--- src/rtl/dra_pkg.sv ---
package dra_pkg;

  // data path width of the register window
  localparam int unsigned DATA_WIDTH = 32;

  // iteration counter covers one step per quotient bit
  localparam int unsigned CNT_WIDTH = $clog2(DATA_WIDTH);
  localparam logic [CNT_WIDTH-1:0] LAST_STEP = CNT_WIDTH'(DATA_WIDTH - 1);

  // access kinds
  localparam logic KIND_READ  = 1'b0;
  localparam logic KIND_WRITE = 1'b1;

  // register word offsets
  localparam logic [2:0] OFS_DIVIDEND  = 3'd0;
  localparam logic [2:0] OFS_DIVISOR   = 3'd1;
  localparam logic [2:0] OFS_QUOTIENT  = 3'd2;
  localparam logic [2:0] OFS_REMAINDER = 3'd3;
  localparam logic [2:0] OFS_READY     = 3'd4;
  localparam logic [2:0] OFS_DONE      = 3'd5;

  // ready register value: bit 0 always set
  localparam logic [DATA_WIDTH-1:0] READY_VALUE = DATA_WIDTH'(32'h0000_0001);

  // commands from the controller to the datapath
  typedef struct packed {
    logic accept;  // input word taken this cycle
    logic start;   // accepted word is a divisor write
    logic step;    // one restoring division step
    logic last;    // final step, quotient complete
  } cmd_t;

  // status from the datapath to the controller
  typedef struct packed {
    logic div_req;   // offered word is a divisor write
    logic out_busy;  // result register full and stalled
  } sts_t;

endpackage

--- src/rtl/dra_ctrl.sv ---
module dra_ctrl (
  input  logic          clk_i,
  input  logic          rst_ni,
  input  logic          in_valid_i,
  output logic          in_stall_o,
  input  dra_pkg::sts_t sts_i,
  output dra_pkg::cmd_t cmd_o
);

  localparam logic S_IDLE = 1'b0;
  localparam logic S_DIV  = 1'b1;

  logic                          state_q, state_d;
  logic [dra_pkg::CNT_WIDTH-1:0] cnt_q, cnt_d;
  logic                          accept;

  // hold the input side while dividing or while the result is stuck
  assign in_stall_o = (state_q == S_DIV) || sts_i.out_busy;
  assign accept     = in_valid_i && !in_stall_o;

  assign cmd_o.accept = accept;
  assign cmd_o.start  = accept && sts_i.div_req;
  assign cmd_o.step   = (state_q == S_DIV);
  assign cmd_o.last   = (state_q == S_DIV) && (cnt_q == dra_pkg::LAST_STEP);

  // next state and step counter
  always_comb begin
    state_d = state_q;
    cnt_d   = cnt_q;
    case (state_q)
      S_IDLE: begin
        cnt_d = '0;
        if (cmd_o.start) begin
          state_d = S_DIV;
        end
      end
      S_DIV: begin
        if (cmd_o.last) begin
          state_d = S_IDLE;
          cnt_d   = '0;
        end else begin
          cnt_d = cnt_q + 1'b1;
        end
      end
      default: begin
        state_d = S_IDLE;
        cnt_d   = '0;
      end
    endcase
  end

  always_ff @(posedge clk_i or negedge rst_ni) begin
    if (!rst_ni) begin
      state_q <= S_IDLE;
      cnt_q   <= '0;
    end else begin
      state_q <= state_d;
      cnt_q   <= cnt_d;
    end
  end

`ifndef SYNTHESIS
  a_busy_stalls: assert property (@(posedge clk_i) disable iff (!rst_ni)
    (state_q == S_DIV) |-> in_stall_o)
    else $error("input taken during division");

  a_last_ends: assert property (@(posedge clk_i) disable iff (!rst_ni)
    cmd_o.last |=> (state_q == S_IDLE))
    else $error("division did not end after last step");

  a_idle_cnt: assert property (@(posedge clk_i) disable iff (!rst_ni)
    (state_q == S_IDLE) |-> (cnt_q == '0))
    else $error("step counter not cleared in idle");

  a_start_div: assert property (@(posedge clk_i) disable iff (!rst_ni)
    cmd_o.start |=> (state_q == S_DIV) && (cnt_q == '0))
    else $error("divisor write did not start division");
`endif

endmodule

--- src/rtl/dra_datapath.sv ---
module dra_datapath (
  input  logic                           clk_i,
  input  logic                           rst_ni,
  input  logic                           kind_i,
  input  logic [2:0]                     reg_offset_i,
  input  logic [dra_pkg::DATA_WIDTH-1:0] write_data_i,
  input  dra_pkg::cmd_t                  cmd_i,
  output dra_pkg::sts_t                  sts_o,
  output logic                           out_valid_o,
  input  logic                           out_stall_i,
  output logic [dra_pkg::DATA_WIDTH-1:0] read_data_o
);

  localparam int unsigned W = dra_pkg::DATA_WIDTH;

  logic [W-1:0] dividend_q;
  logic [W-1:0] divisor_q;
  logic [W-1:0] quot_q;
  logic [W-1:0] rem_q;
  logic         done_q;
  logic         out_valid_q;
  logic [W-1:0] read_data_q, read_data_d;
  logic [W:0]   part_rem;
  logic [W:0]   trial;
  logic         fits;
  logic         is_write;

  assign is_write = (kind_i == dra_pkg::KIND_WRITE);

  assign sts_o.div_req  = is_write && (reg_offset_i == dra_pkg::OFS_DIVISOR);
  assign sts_o.out_busy = out_valid_q && out_stall_i;

  // restoring step: shift in next dividend bit, subtract if it fits
  assign part_rem = {rem_q, quot_q[W-1]};
  assign trial    = part_rem - {1'b0, divisor_q};
  assign fits     = !trial[W];

  // read-data for the accepted word
  always_comb begin
    read_data_d = '0;
    if (!is_write) begin
      case (reg_offset_i)
        dra_pkg::OFS_QUOTIENT:  read_data_d = quot_q;
        dra_pkg::OFS_REMAINDER: read_data_d = rem_q;
        dra_pkg::OFS_READY:     read_data_d = dra_pkg::READY_VALUE;
        dra_pkg::OFS_DONE:      read_data_d = {{(W-1){1'b0}}, done_q};
        default:                read_data_d = '0;
      endcase
    end
  end

  // register stores and iterative division
  always_ff @(posedge clk_i or negedge rst_ni) begin
    if (!rst_ni) begin
      dividend_q <= '0;
      divisor_q  <= '0;
      quot_q     <= '0;
      rem_q      <= '0;
      done_q     <= 1'b0;
    end else if (cmd_i.step) begin
      quot_q <= {quot_q[W-2:0], fits};
      rem_q  <= fits ? trial[W-1:0] : part_rem[W-1:0];
      if (cmd_i.last) begin
        done_q <= 1'b1;
      end
    end else if (cmd_i.accept && is_write) begin
      case (reg_offset_i)
        dra_pkg::OFS_DIVIDEND: dividend_q <= write_data_i;
        dra_pkg::OFS_DIVISOR: begin
          divisor_q <= write_data_i;
          quot_q    <= dividend_q;
          rem_q     <= '0;
        end
        dra_pkg::OFS_DONE: done_q <= 1'b0;
        default: ;
      endcase
    end
  end

  // result register valid
  always_ff @(posedge clk_i or negedge rst_ni) begin
    if (!rst_ni) begin
      out_valid_q <= 1'b0;
    end else if (cmd_i.accept) begin
      out_valid_q <= 1'b1;
    end else if (!out_stall_i) begin
      out_valid_q <= 1'b0;
    end
  end

  // result register payload
  always_ff @(posedge clk_i) begin
    if (cmd_i.accept) begin
      read_data_q <= read_data_d;
    end
  end

  assign out_valid_o = out_valid_q;
  assign read_data_o = read_data_q;

`ifndef SYNTHESIS
  a_accept_fills: assert property (@(posedge clk_i) disable iff (!rst_ni)
    cmd_i.accept |=> out_valid_q)
    else $error("accepted word gave no result");

  a_stall_holds: assert property (@(posedge clk_i) disable iff (!rst_ni)
    (sts_o.out_busy && !cmd_i.accept) |=> out_valid_q && $stable(read_data_q))
    else $error("stalled result lost or changed");

  a_done_set: assert property (@(posedge clk_i) disable iff (!rst_ni)
    cmd_i.last |=> done_q)
    else $error("done not set after division");
`endif

endmodule

--- src/rtl/divider_register_accelerator_unit.sv ---
// Unsigned divider behind a small register window.
// Input channel: one bus access per word (kind_i, reg_offset_i,
// write_data_i), taken when in_valid_i is high and in_stall_o is low.
// Output channel: one read_data_o word per access, offered with
// out_valid_o and taken when out_stall_i is low; writes return zero.
// Offsets: 0 dividend, 1 divisor (starts division), 2 quotient,
// 3 remainder, 4 ready (reads 1), 5 done (write clears it).
// The result of any access is registered and offered in the cycle
// after it is taken. Throughput: one access per cycle while the result
// register is not stalled, except that a divisor write runs a restoring
// division of one quotient bit per cycle and holds off further accesses
// until it ends. The single datapath subtractor sets the division speed.
// Division by zero yields an all-ones quotient and the dividend as
// remainder.
// Reset clears dividend, quotient, remainder and done and empties the
// result register. A stalled receiver holds the result register; one more
// access can be taken meanwhile only when the result register drains.
module divider_register_accelerator_unit (
  input  logic                           clk_i,
  input  logic                           rst_ni,
  input  logic                           in_valid_i,
  output logic                           in_stall_o,
  input  logic                           kind_i,
  input  logic [2:0]                     reg_offset_i,
  input  logic [dra_pkg::DATA_WIDTH-1:0] write_data_i,
  output logic                           out_valid_o,
  input  logic                           out_stall_i,
  output logic [dra_pkg::DATA_WIDTH-1:0] read_data_o
);

  dra_pkg::cmd_t cmd;
  dra_pkg::sts_t sts;

  // sequencing of accesses and division steps
  dra_ctrl u_ctrl (
    .clk_i      (clk_i),
    .rst_ni     (rst_ni),
    .in_valid_i (in_valid_i),
    .in_stall_o (in_stall_o),
    .sts_i      (sts),
    .cmd_o      (cmd)
  );

  // registers, divider and result register
  dra_datapath u_datapath (
    .clk_i        (clk_i),
    .rst_ni       (rst_ni),
    .kind_i       (kind_i),
    .reg_offset_i (reg_offset_i),
    .write_data_i (write_data_i),
    .cmd_i        (cmd),
    .sts_o        (sts),
    .out_valid_o  (out_valid_o),
    .out_stall_i  (out_stall_i),
    .read_data_o  (read_data_o)
  );

endmodule
--- config.mk ---
export PLATFORM = sky130hd
export DESIGN_NAME = divider_register_accelerator_unit
export DESIGN_NICKNAME = d
export VERILOG_FILES = /design/src/rtl/dra_pkg.sv /design/src/rtl/dra_ctrl.sv /design/src/rtl/dra_datapath.sv /design/src/rtl/divider_register_accelerator_unit.sv
export SDC_FILE = /design/constraint.sdc
export NUM_CORES = 1
export LEC_CHECK = 0
export BUFFER_PORTS_ARGS = -buffer_cell sky130_fd_sc_hd__buf_2
export CAP_MARGIN = 20
export CORE_UTILIZATION = 64
export CTS_CLUSTER_SIZE = 12
export DETAILED_ROUTE_END_ITERATION = 6
export GPL_ROUTABILITY_DRIVEN = 0
export GPL_TIMING_DRIVEN = 0
export PLACE_DENSITY = 0.87
export SETUP_SLACK_MARGIN = 0.2
export SYNTH_ARGS = -nofsm -noshare
export SYNTH_HDL_FRONTEND = slang
export SYNTH_SLANG_ARGS = --single-unit
--- constraint.sdc ---
create_clock -name clk_i -period 4.7 [get_ports clk_i]
set_input_delay 1.41 -clock clk_i [delete_from_list [all_inputs] [get_ports clk_i]]
set_output_delay 1.41 -clock clk_i [all_outputs]
set_load 0.1 [all_outputs]
## After elaboration in Yosys (flattened, before gate mapping)

Cells that the tools add are included.

| storage, ports and cells | value |
|---|---|
| flip-flop bits (word level) | 168 |
| input bits | 40 |
| word-level logic and storage cells | 56 |

| cells by class | value |
|---|---|
| add/subtract/negate cells | 2 |
| eq/ne operators | 8 |
| muxes and demuxes | 19 |
| bitwise operators | 1 |
| reductions and logical operators | 17 |

Operators by type and width:

| cell | count |
|---|---|
| $mux W32 | 7 |
| $pmux W32 S4 | 1 |
| $sub A33 B32 Y33 | 1 |
| $pmux W5 S2 | 1 |
| $reduce_and A3 Y1 | 3 |
| $mux W1 | 8 |
| $eq A3 B2 Y1 const B | 2 |
| $eq A3 B3 Y1 const B | 2 |
| $logic_and A1 B1 Y1 | 6 |
| $reduce_bool A2 Y1 | 3 |
| $add A5 B1 Y5 const B | 1 |
| $eq A5 B5 Y1 const B | 1 |
| $mux W5 | 1 |
| $eq A3 B1 Y1 const B | 1 |
| $logic_not A3 Y1 | 1 |
| $logic_not A1 Y1 | 2 |
| $ne A2 B1 Y1 const B | 1 |
| $ne A2 B2 Y1 const B | 1 |
| $pmux W1 S2 | 1 |
| $reduce_and A2 Y1 | 1 |
| $logic_or A1 B1 Y1 | 1 |
| $not A1 Y1 | 1 |

## Depth between registers and ports, before layout

Gate-level depths: netlist of the first run.

| logic depth | value |
|---|---|
| depth in word-level cells | 7 |
| gate-level depth with buffers | 14 |
| mapped depth without buffers | 13 |

## Hierarchy

From an unflattened synthesis of the first run, not the netlist that was laid out.

| unflattened totals | value |
|---|---|
| cells, all modules | 869 |
| area total of the unflattened synthesis | 9157.5 µm² |

By module, submodules not included:

| module | instances | cells an instance | area each (µm²) |
|---|---|---|---|
| dra_datapath | 1 | 840 | 8853.5 |
| dra_ctrl | 1 | 29 | 304.0 |

## Worst setup path after synthesis of the first run

No wires, ideal clock.

| timing path | value |
|---|---|
| path type | input port to output port |
| start point | in out_stall_i |
| end point | out in_stall_o |
| arrival | 2.114 ns |
| data required time | 3.290 ns |
| setup slack | 1.176 ns |
| stages | 2 |
| cells stage by stage | a21oi_1 -> inv_1 |

| on the way | value |
|---|---|
| word-level cells in the longest chain between the ends | 2 |

Ends and longest elaborated chain:

| what | line | RTL |
|---|---|---|
| start: declaration | divider_register_accelerator_unit.sv:27 | `input logic out_stall_i,` |
| $logic_and A1 B1 Y1 | dra_datapath.sv:31 | `assign sts_o.out_busy = out_valid_q && out_stall_i;` |
| $logic_or A1 B1 Y1 | dra_ctrl.sv:18 | `assign in_stall_o = (state_q == S_DIV) \|\| sts_i.out_busy;` |
| end: declaration | divider_register_accelerator_unit.sv:22 | `output logic in_stall_o,` |

No other way between the ends.

## Worst setup path after layout of the first run

| timing path | value |
|---|---|
| start point | in out_stall_i |
| end point | reg u_datapath.rem_q[12] |

| on the way | value |
|---|---|
| word-level cells in the longest chain between the ends | 7 |

Ends and longest elaborated chain:

| what | line | RTL |
|---|---|---|
| $logic_and A1 B1 Y1 | dra_datapath.sv:31 |  |
| $logic_or A1 B1 Y1 | dra_ctrl.sv:18 |  |
| $logic_not A1 Y1 | dra_ctrl.sv:19 | `assign accept = in_valid_i && !in_stall_o;` |
| $logic_and A1 B1 Y1 | dra_ctrl.sv:19 |  |
| $logic_and A1 B1 Y1 | dra_datapath.sv:66 | `end else if (cmd_i.accept && is_write) begin` |
| $reduce_bool A2 Y1 (no source line) | n/a |  |
| $reduce_and A2 Y1 (no source line) | n/a |  |
| end signal: assignment | dra_datapath.sv:62 | `rem_q <= fits ? trial[W-1:0] : part_rem[W-1:0];` |
| end: declaration | dra_datapath.sv:19 | `logic [W-1:0] rem_q;` |

No other way between the ends.
A chain may end at the register's enable or synchronous reset.

==> out/results.ini, run 1 <==
[run_status]
status = finished clean

[final_layout]
final-seq-area_um2 = 4360
nets = 1025
fill_cells = 892
post-route-cell-area_um2 = 10000
antenna_cells = 0
multi_input_area_um2 = 4090
syn2layout_area_growth_pct = 13.7
layout-drive-gt1-share = 0.162
fin_cells = 1139

[min_path]
hold_path.class = register to register
whs_endpoint = u_datapath.out_valid_o$_DFFE_PN0P_
hold_path.startpoint = u_datapath.out_valid_o$_DFFE_PN0P_
min_delay_path_depth = 2

[global_route]
grt_pass1_vias = 6984
track_usage = 0.321
grt.overflow.total = 0
antenna_found_initial = 0
grt_pass1_wl_mm = 35.2
grt_start_max_net_pins = 89

[drt]
wl_per_cell_um = 19.0
vias_per_cell = 6.27
vias = 7145
firstDrtPassIters = 7
ant_nets = 0
wl_mm = 21.7
drc = 0
first_iter_violations = 792

[logic_synthesis]
synth_seq_area_share = 0.495
muxShareOfSynthArea = 0.105
synth_seq_cells = 168
synth_xor_area_frac = 0.0318
async_flop_share = 0.810
avgSynthCellArea_um2 = 10.3
syn_area_um2 = 8820
synth_warnings = 0
synth_cell_type_count = 58
synth_top_family_by_area = compound AO/OA/AOI/OAI gates
synthAdderAreaFrac = 0.0505
synth_compound_area_frac = 0.169
synth_edf_count = 32
syn-num-nets = 932
synth.area.top_cells = dfrtp_1 (39%), edfxtp_1 (11%), mux2i_1 (6.2%)
syn_inst = 857
synth-simple-area-share = 0.107
synth_top_area_frac = 0.386
yosysTopAreaCell = dfrtp_1
synthFlopType = dfrtp_1

[critical_path]
worst-path-buf-inv = 3
rr_startpoint = u_datapath.quot_q[31]$_DFFE_PN0P_
cp.required_ns = 4.97
slowest_delay_ns = 0.57
crit_family = simple AND/OR/NAND/NOR gates
critical_path.slowest_cell = nor2_1
cp_max_fo = 10
rrSetupSlack_ns = 1.01
timing.rr.end = u_datapath.rem_q[31]$_DFFE_PN0P_
cp.arrival_ns = 4.17
worstRegToRegCells = 12
crit_path_start_kind = primary input
crit_type = primary input to register
cp-end-kind = register
cp_cell_sequence = buf_2, a21oi_1, nand2_1, nor3b_1, nand2_1, nor2_1, clkbuf_1, clkbuf_1, o22ai_1

[die]
ios = 74
initial_utilization = 0.661
die_height_um = 119
die_w_um = 119
design.die.area_um2 = 14300
core_area_um2 = 13300
rows = 42

[placement]
dp_hpwl_mm = 15.1
post_dp_cell_area_um2 = 9460
portBuffers = 72
dpl.cell_count = 1107

[sta]
min_period_ns = 3.90
hold_viol = 0
relSlewSlack = 0.460
finalSetupViolCount = 0
post-route-period-util = 0.829
slew_viol_final = 0
finalSetupTns_ns = 0
skew_ns = 0.00852
worst_pin_slew_ns = 0.809
fmaxAchievable_ghz = 0.257
hold-worst-slack_ns = 0.486
rsz0062_at_grt = false

[clock_network]
cts.sink_count = 168
cts_tree = done
clockBufferDepth = 2
path_clk_slew_ns = 0.06
clock_latency_ns = 0.43
ctsHoldBuffers = 0
htree_levels = 4
post_cts_buffers = 0
cts_buffers = 17
cts_resized = 0
cts_root_buffer = clkbuf_16

[pwr]
vdd_ir_drop_max_v = 0.000313
p_leak_uw = 0.00460
finalPower_uw = 5760
powerDensity_nw_per_um2 = 574

[run]
maxCapViolations = 0

[kinds of logic after synthesis]
kind of cell    Yosys count
compound gates          231
simple gates            215
flops                   168
buf+inv                  88
mux                      88
fa+ha+maj                35
xor+xnor                 32
[per-stage QoR]
step,utilization,setup slack (ns)
2_1_floorplan,-,1.18
3_3_place_gp,0.704,0.376
3_5_place_dp,0.709,0.453
4_1_cts,0.752,0.875
5_1_grt,0.752,0.623
6_report,0.752,0.803
[layer usage]
layer	global-route usage	part of all wire
met3	0.0570	0.071
met5	0	0
met4	0.132	0.028
met2	0.514	0.47
met1	0.435	0.43
[synth_stat cells (2+ instances only)]
| cell type | number |
|---|---|
| o21ai_1 | 2 |
| o21a_1 | 3 |
| a22oi_1 | 31 |
| inv_1 | 40 |
| buf_6 | 2 |
| mux2_2 | 33 |
| o21bai_1 | 4 |
| mux2i_1 | 55 |
| o21ai_0 | 84 |
| buf_8 | 2 |
| nand2b_1 | 5 |
| buf_1 | 3 |
| nand4_1 | 5 |
| clkbuf_1 | 37 |
| nor2_1 | 50 |
| buf_2 | 3 |
| a311oi_1 | 2 |
| nor2b_1 | 4 |
| a21o_1 | 22 |
| nand3_1 | 9 |
| dfrtp_1 | 136 |
| a21boi_0 | 3 |
| nand2_1 | 113 |
| o22ai_1 | 20 |
| a31oi_1 | 11 |
| a41oi_1 | 2 |
| a21oi_1 | 26 |
| xnor2_1 | 19 |
| or2_2 | 4 |
| edfxtp_1 | 32 |
| a31o_2 | 2 |
| nor3_1 | 3 |
| o211ai_1 | 4 |
| xor2_1 | 13 |
| a211oi_1 | 2 |
| ha_1 | 34 |
| and3_1 | 15 |
| nand3b_1 | 2 |
[report_power, final]
| group | internal (uW) | switching (uW) |
|---|---|---|
| clock network | 808 | 569 |
| logic | 883 | 1350 |
| registers | 1840 | 309 |
[how the worst max path moves through the flow]
stage / startpoint / endpoint / cells past startpoint / slack (ns)
2_1_floorplan: out_stall_i / in_stall_o / 2 / 1.18
6_report: out_stall_i / u_datapath.rem_q[12]$_DFFE_PN0P_ / 9 / 0.80
4_1_cts: out_stall_i / u_datapath.rem_q[12]$_DFFE_PN0P_ / 9 / 0.88
3_3_place_gp: rst_ni / u_ctrl.cnt_q[3]$_DFF_PN0_ / 1 / 0.38
3_5_place_dp: out_stall_i / u_datapath.rem_q[12]$_DFFE_PN0P_ / 9 / 0.45
5_1_grt: out_stall_i / u_datapath.rem_q[12]$_DFFE_PN0P_ / 9 / 0.62
[cells in the final DEF, fill, tap and decap left out, types with 9 or more instances in the layout]
| cell type | instances |
|---|---|
| o21ai_0 | 84 |
| o22ai_1 | 20 |
| dfrtp_1 | 136 |
| mux2_2 | 33 |
| a21oi_1 | 26 |
| and3_1 | 15 |
| clkbuf_1 | 42 |
| nand3_1 | 9 |
| xor2_1 | 13 |
| mux2i_1 | 55 |
| nand2_1 | 113 |
| nor2_1 | 50 |
| ha_1 | 34 |
| a31oi_1 | 11 |
| a22oi_1 | 31 |
| inv_1 | 40 |
| a21o_1 | 22 |
| edfxtp_1 | 32 |
| clkbuf_16 | 17 |
| xnor2_1 | 19 |
| buf_2 | 74 |
[worst register-to-register path: stages (launching register included)]
cell,delay [ns]
dfrtp_1,0.40
inv_1,0.09
ha_1,0.18
inv_1,0.06
fa_1,0.41
a21o_1,0.21
a311oi_1,0.31
o31a_1,0.34
a211oi_2,0.17
o311ai_4,0.42
a211oi_4,0.16
o21ai_1,0.56
o21ai_0,0.23
[cell type report]
type,instances,area share
sequential,168,0.435
multi-input combinational,601,0.407
clock buffer,24,0.0470
timing repair buffer,74,0.0420
tap,176,0.0220
buffer,47,0.0217
inverter,41,0.0153
clock inverter,8,0.00973
[flip-flops by register name (all words and copies together) (netlist names)]
signal,cells
u_datapath.read_data_o,32
u_ctrl.state_q,1
u_datapath.done_q,1
u_datapath.out_valid_o,1
u_ctrl.cnt_q,5
u_datapath.divisor_q,32
u_datapath.quot_q,32
u_datapath.dividend_q,32
u_datapath.rem_q,32
Note: power is estimated with default switching activity, not from simulation.
==> inputs of run 2 (changes only) <==
- CORE_UTILIZATION: 64 -> 54
- PLACE_DENSITY: 0.87 -> 0.78
- clock period: 4.7 -> 3.1 ns (I/O delays scaled with it)
==> run 2 against run 1 <==
Net effect: clock skew grew 0.0019 ns; the flow now finishes with violations (negative setup slack); sequential power rose by 51%; non-clock buffer count is 32 higher; clock power grew 64%; critical endpoint is now u_datapath.rem_q[0]$_DFFE_PN0P_; largest power group unchanged; critical path type is now register to register.
==> out/results.ini, run 2 (synthesized netlist as in run 1, its figures left out) <==
[final_layout]
multi_input_area_um2 = 4260
nets = 1057
antenna_cells = 0
syn2layout_area_growth_pct = 20.7
fill_cells = 1191
fin_cells = 1211
layout-drive-gt1-share = 0.220
most-common-layout-cells = dfrtp_1 (136), nand2_1 (113), o21ai_0 (75)
final_common_cell = dfrtp_1
final-seq-area_um2 = 4360

[die]
rows = 46
die_w_um = 130
die_height_um = 130
design.die.area_um2 = 16900
core_area_um2 = 15900
ios = 74
initial_utilization = 0.553

[pwr]
powerDensity_nw_per_um2 = 908
p_leak_uw = 0.00485
pwr-share-clk = 0.235
seqPwrFrac = 0.337
p_switching_uw = 3680
intPower_uw = 5980
vdd_ir_drop_max_v = 0.000579
p_sw_frac = 0.381
pwr-share-comb = 0.428

[clock_network]
clockBufferDepth = 2
clock_latency_ns = 0.45
ctsHoldBuffers = 0
cts_buffers = 17
htree_levels = 4
cts_tree = done
path_clk_slew_ns = 0.06
cts_root_buffer = clkbuf_16
cts.sink_count = 168

[critical_path]
crit_family = compound AO/OA/AOI/OAI gates
crit_type = register to register
worst-path-buf-inv = 4
cp.required_ns = 3.46
critical_path.slowest_cell = o311ai_4
cp-end-kind = register
crit_path_start_kind = register
cp.arrival_ns = 3.62
slowest_delay_ns = 0.42
cp_max_fo = 8
cp_common_cell = inv_2
cp_cell_sequence = inv_2, ha_4, inv_2, fa_2, a21o_1, a311oi_2, o31a_1, a211oi_4, o311ai_4, a31o_4, nor2_8, buf_4, buf_6, mux2_4, o22ai_2

[sta]
rsz0062_at_grt = true
fmaxAchievable_ghz = 0.306
hold-worst-slack_ns = 0.417
worst_pin_slew_ns = 0.879
setup_ws_ns = -0.166
hold_viol = 0
post-route-period-util = 1.05
finalSetupViolCount = 31
min_period_ns = 3.27
relSlewSlack = 0.414
slew_viol_final = 0
skew_ns = 0.0104

[drt]
first_iter_violations = 742
ant_nets = 0
wl_per_cell_um = 18.9
firstDrtPassIters = 5
vias_per_cell = 5.97
drc = 0
vias = 7232
wl_mm = 22.9

[placement]
dp_hpwl_mm = 14.8
pre_cts_ws_ns = -0.709
dpl.cell_count = 1147
portBuffers = 72

[global_route]
antenna_found_initial = 0
grt_pass1_wl_mm = 35.8
grt_pass1_vias = 6915
track_usage = 0.282
grt_start_max_net_pins = 88
grt.overflow.total = 0

[min_path]
hold_path.class = primary input to asynchronous set/reset pin

[run]
maxCapViolations = 0

[run_status]
status = finished, violations left
violations = negative setup slack

## run 2: changes by cell type in the layout (fill, tap and decap cells not counted), sizes merged
cell,delta
inv,+1
buf,+31
clkinv,+3
bufinv,+2
clkinvlp,-1
clkbuf,-4
## run 2: layout make-up
cell class / instances / area share
Clock buffer: 19 / 0.0416
Inverter: 41 / 0.0145
Multi-Input combinational cell: 601 / 0.400
Timing Repair Buffer: 106 / 0.0697
Tap cell: 216 / 0.0254
Buffer: 47 / 0.0222
Clock inverter: 13 / 0.0166
Sequential cell: 168 / 0.410
## run 2: routing by layer
layer  GRT usage  up-vias  wire length [um]
met5           0        -                 0
met4       0.128        0               821
met3      0.0574       72              1730
met2       0.433      324             10400
met1       0.386     3532              9980
li1            -     3304                 -
## run 2: stage by stage
stage	total power [uW]	setup TNS (ns)	cell area, um2	util
after CTS	9280	-0.804	10500	0.656
after global placement	6470	-135.67	9460	0.594
after floorplan	5790	0	8830	-
final	9660	-3.19	10600	0.668
after detailed placement	6570	-32.74	9520	0.597
after global routing	10100	-6.81	10600	0.668
## run 2: final timing paths
check	startpoint	endpoint	slack, ns	cells past startpoint
min reg2reg	u_ctrl.cnt_q[0]$_DFF_PN0_	u_ctrl.cnt_q[0]$_DFF_PN0_	0.46	1
min	rst_ni	u_datapath.dividend_q[14]$_DFFE_PN0P_	0.42	1
max	u_datapath.quot_q[31]$_DFFE_PN0P_	u_datapath.rem_q[0]$_DFFE_PN0P_	-0.17	15
max in group asynchronous	rst_ni	u_datapath.rem_q[15]$_DFFE_PN0P_	1.89	2
min in group clk_i	u_ctrl.cnt_q[0]$_DFF_PN0_	u_ctrl.cnt_q[0]$_DFF_PN0_	0.46	1
max reg2reg	u_datapath.quot_q[31]$_DFFE_PN0P_	u_datapath.rem_q[0]$_DFFE_PN0P_	-0.17	15
## run 2: power by group through the flow
stage | Sequential, uW | Clock (uW) | Combinational [uW]
2_1_floorplan | 3400 | 0 | 2390
3_3_place_gp | 3240 | 0 | 3220
3_5_place_dp | 3260 | 0 | 3310
4_1_cts | 3220 | 2270 | 3780
5_1_grt | 3310 | 2360 | 4460
6_report | 3250 | 2270 | 4140
## run 2: repair_timing
item                                    CTS  global route
resized for setup                        36            19
pin swaps                                17             7
buffers inserted                         20             9
endpoints found under the setup margin   51            47
gates cloned                              2             1
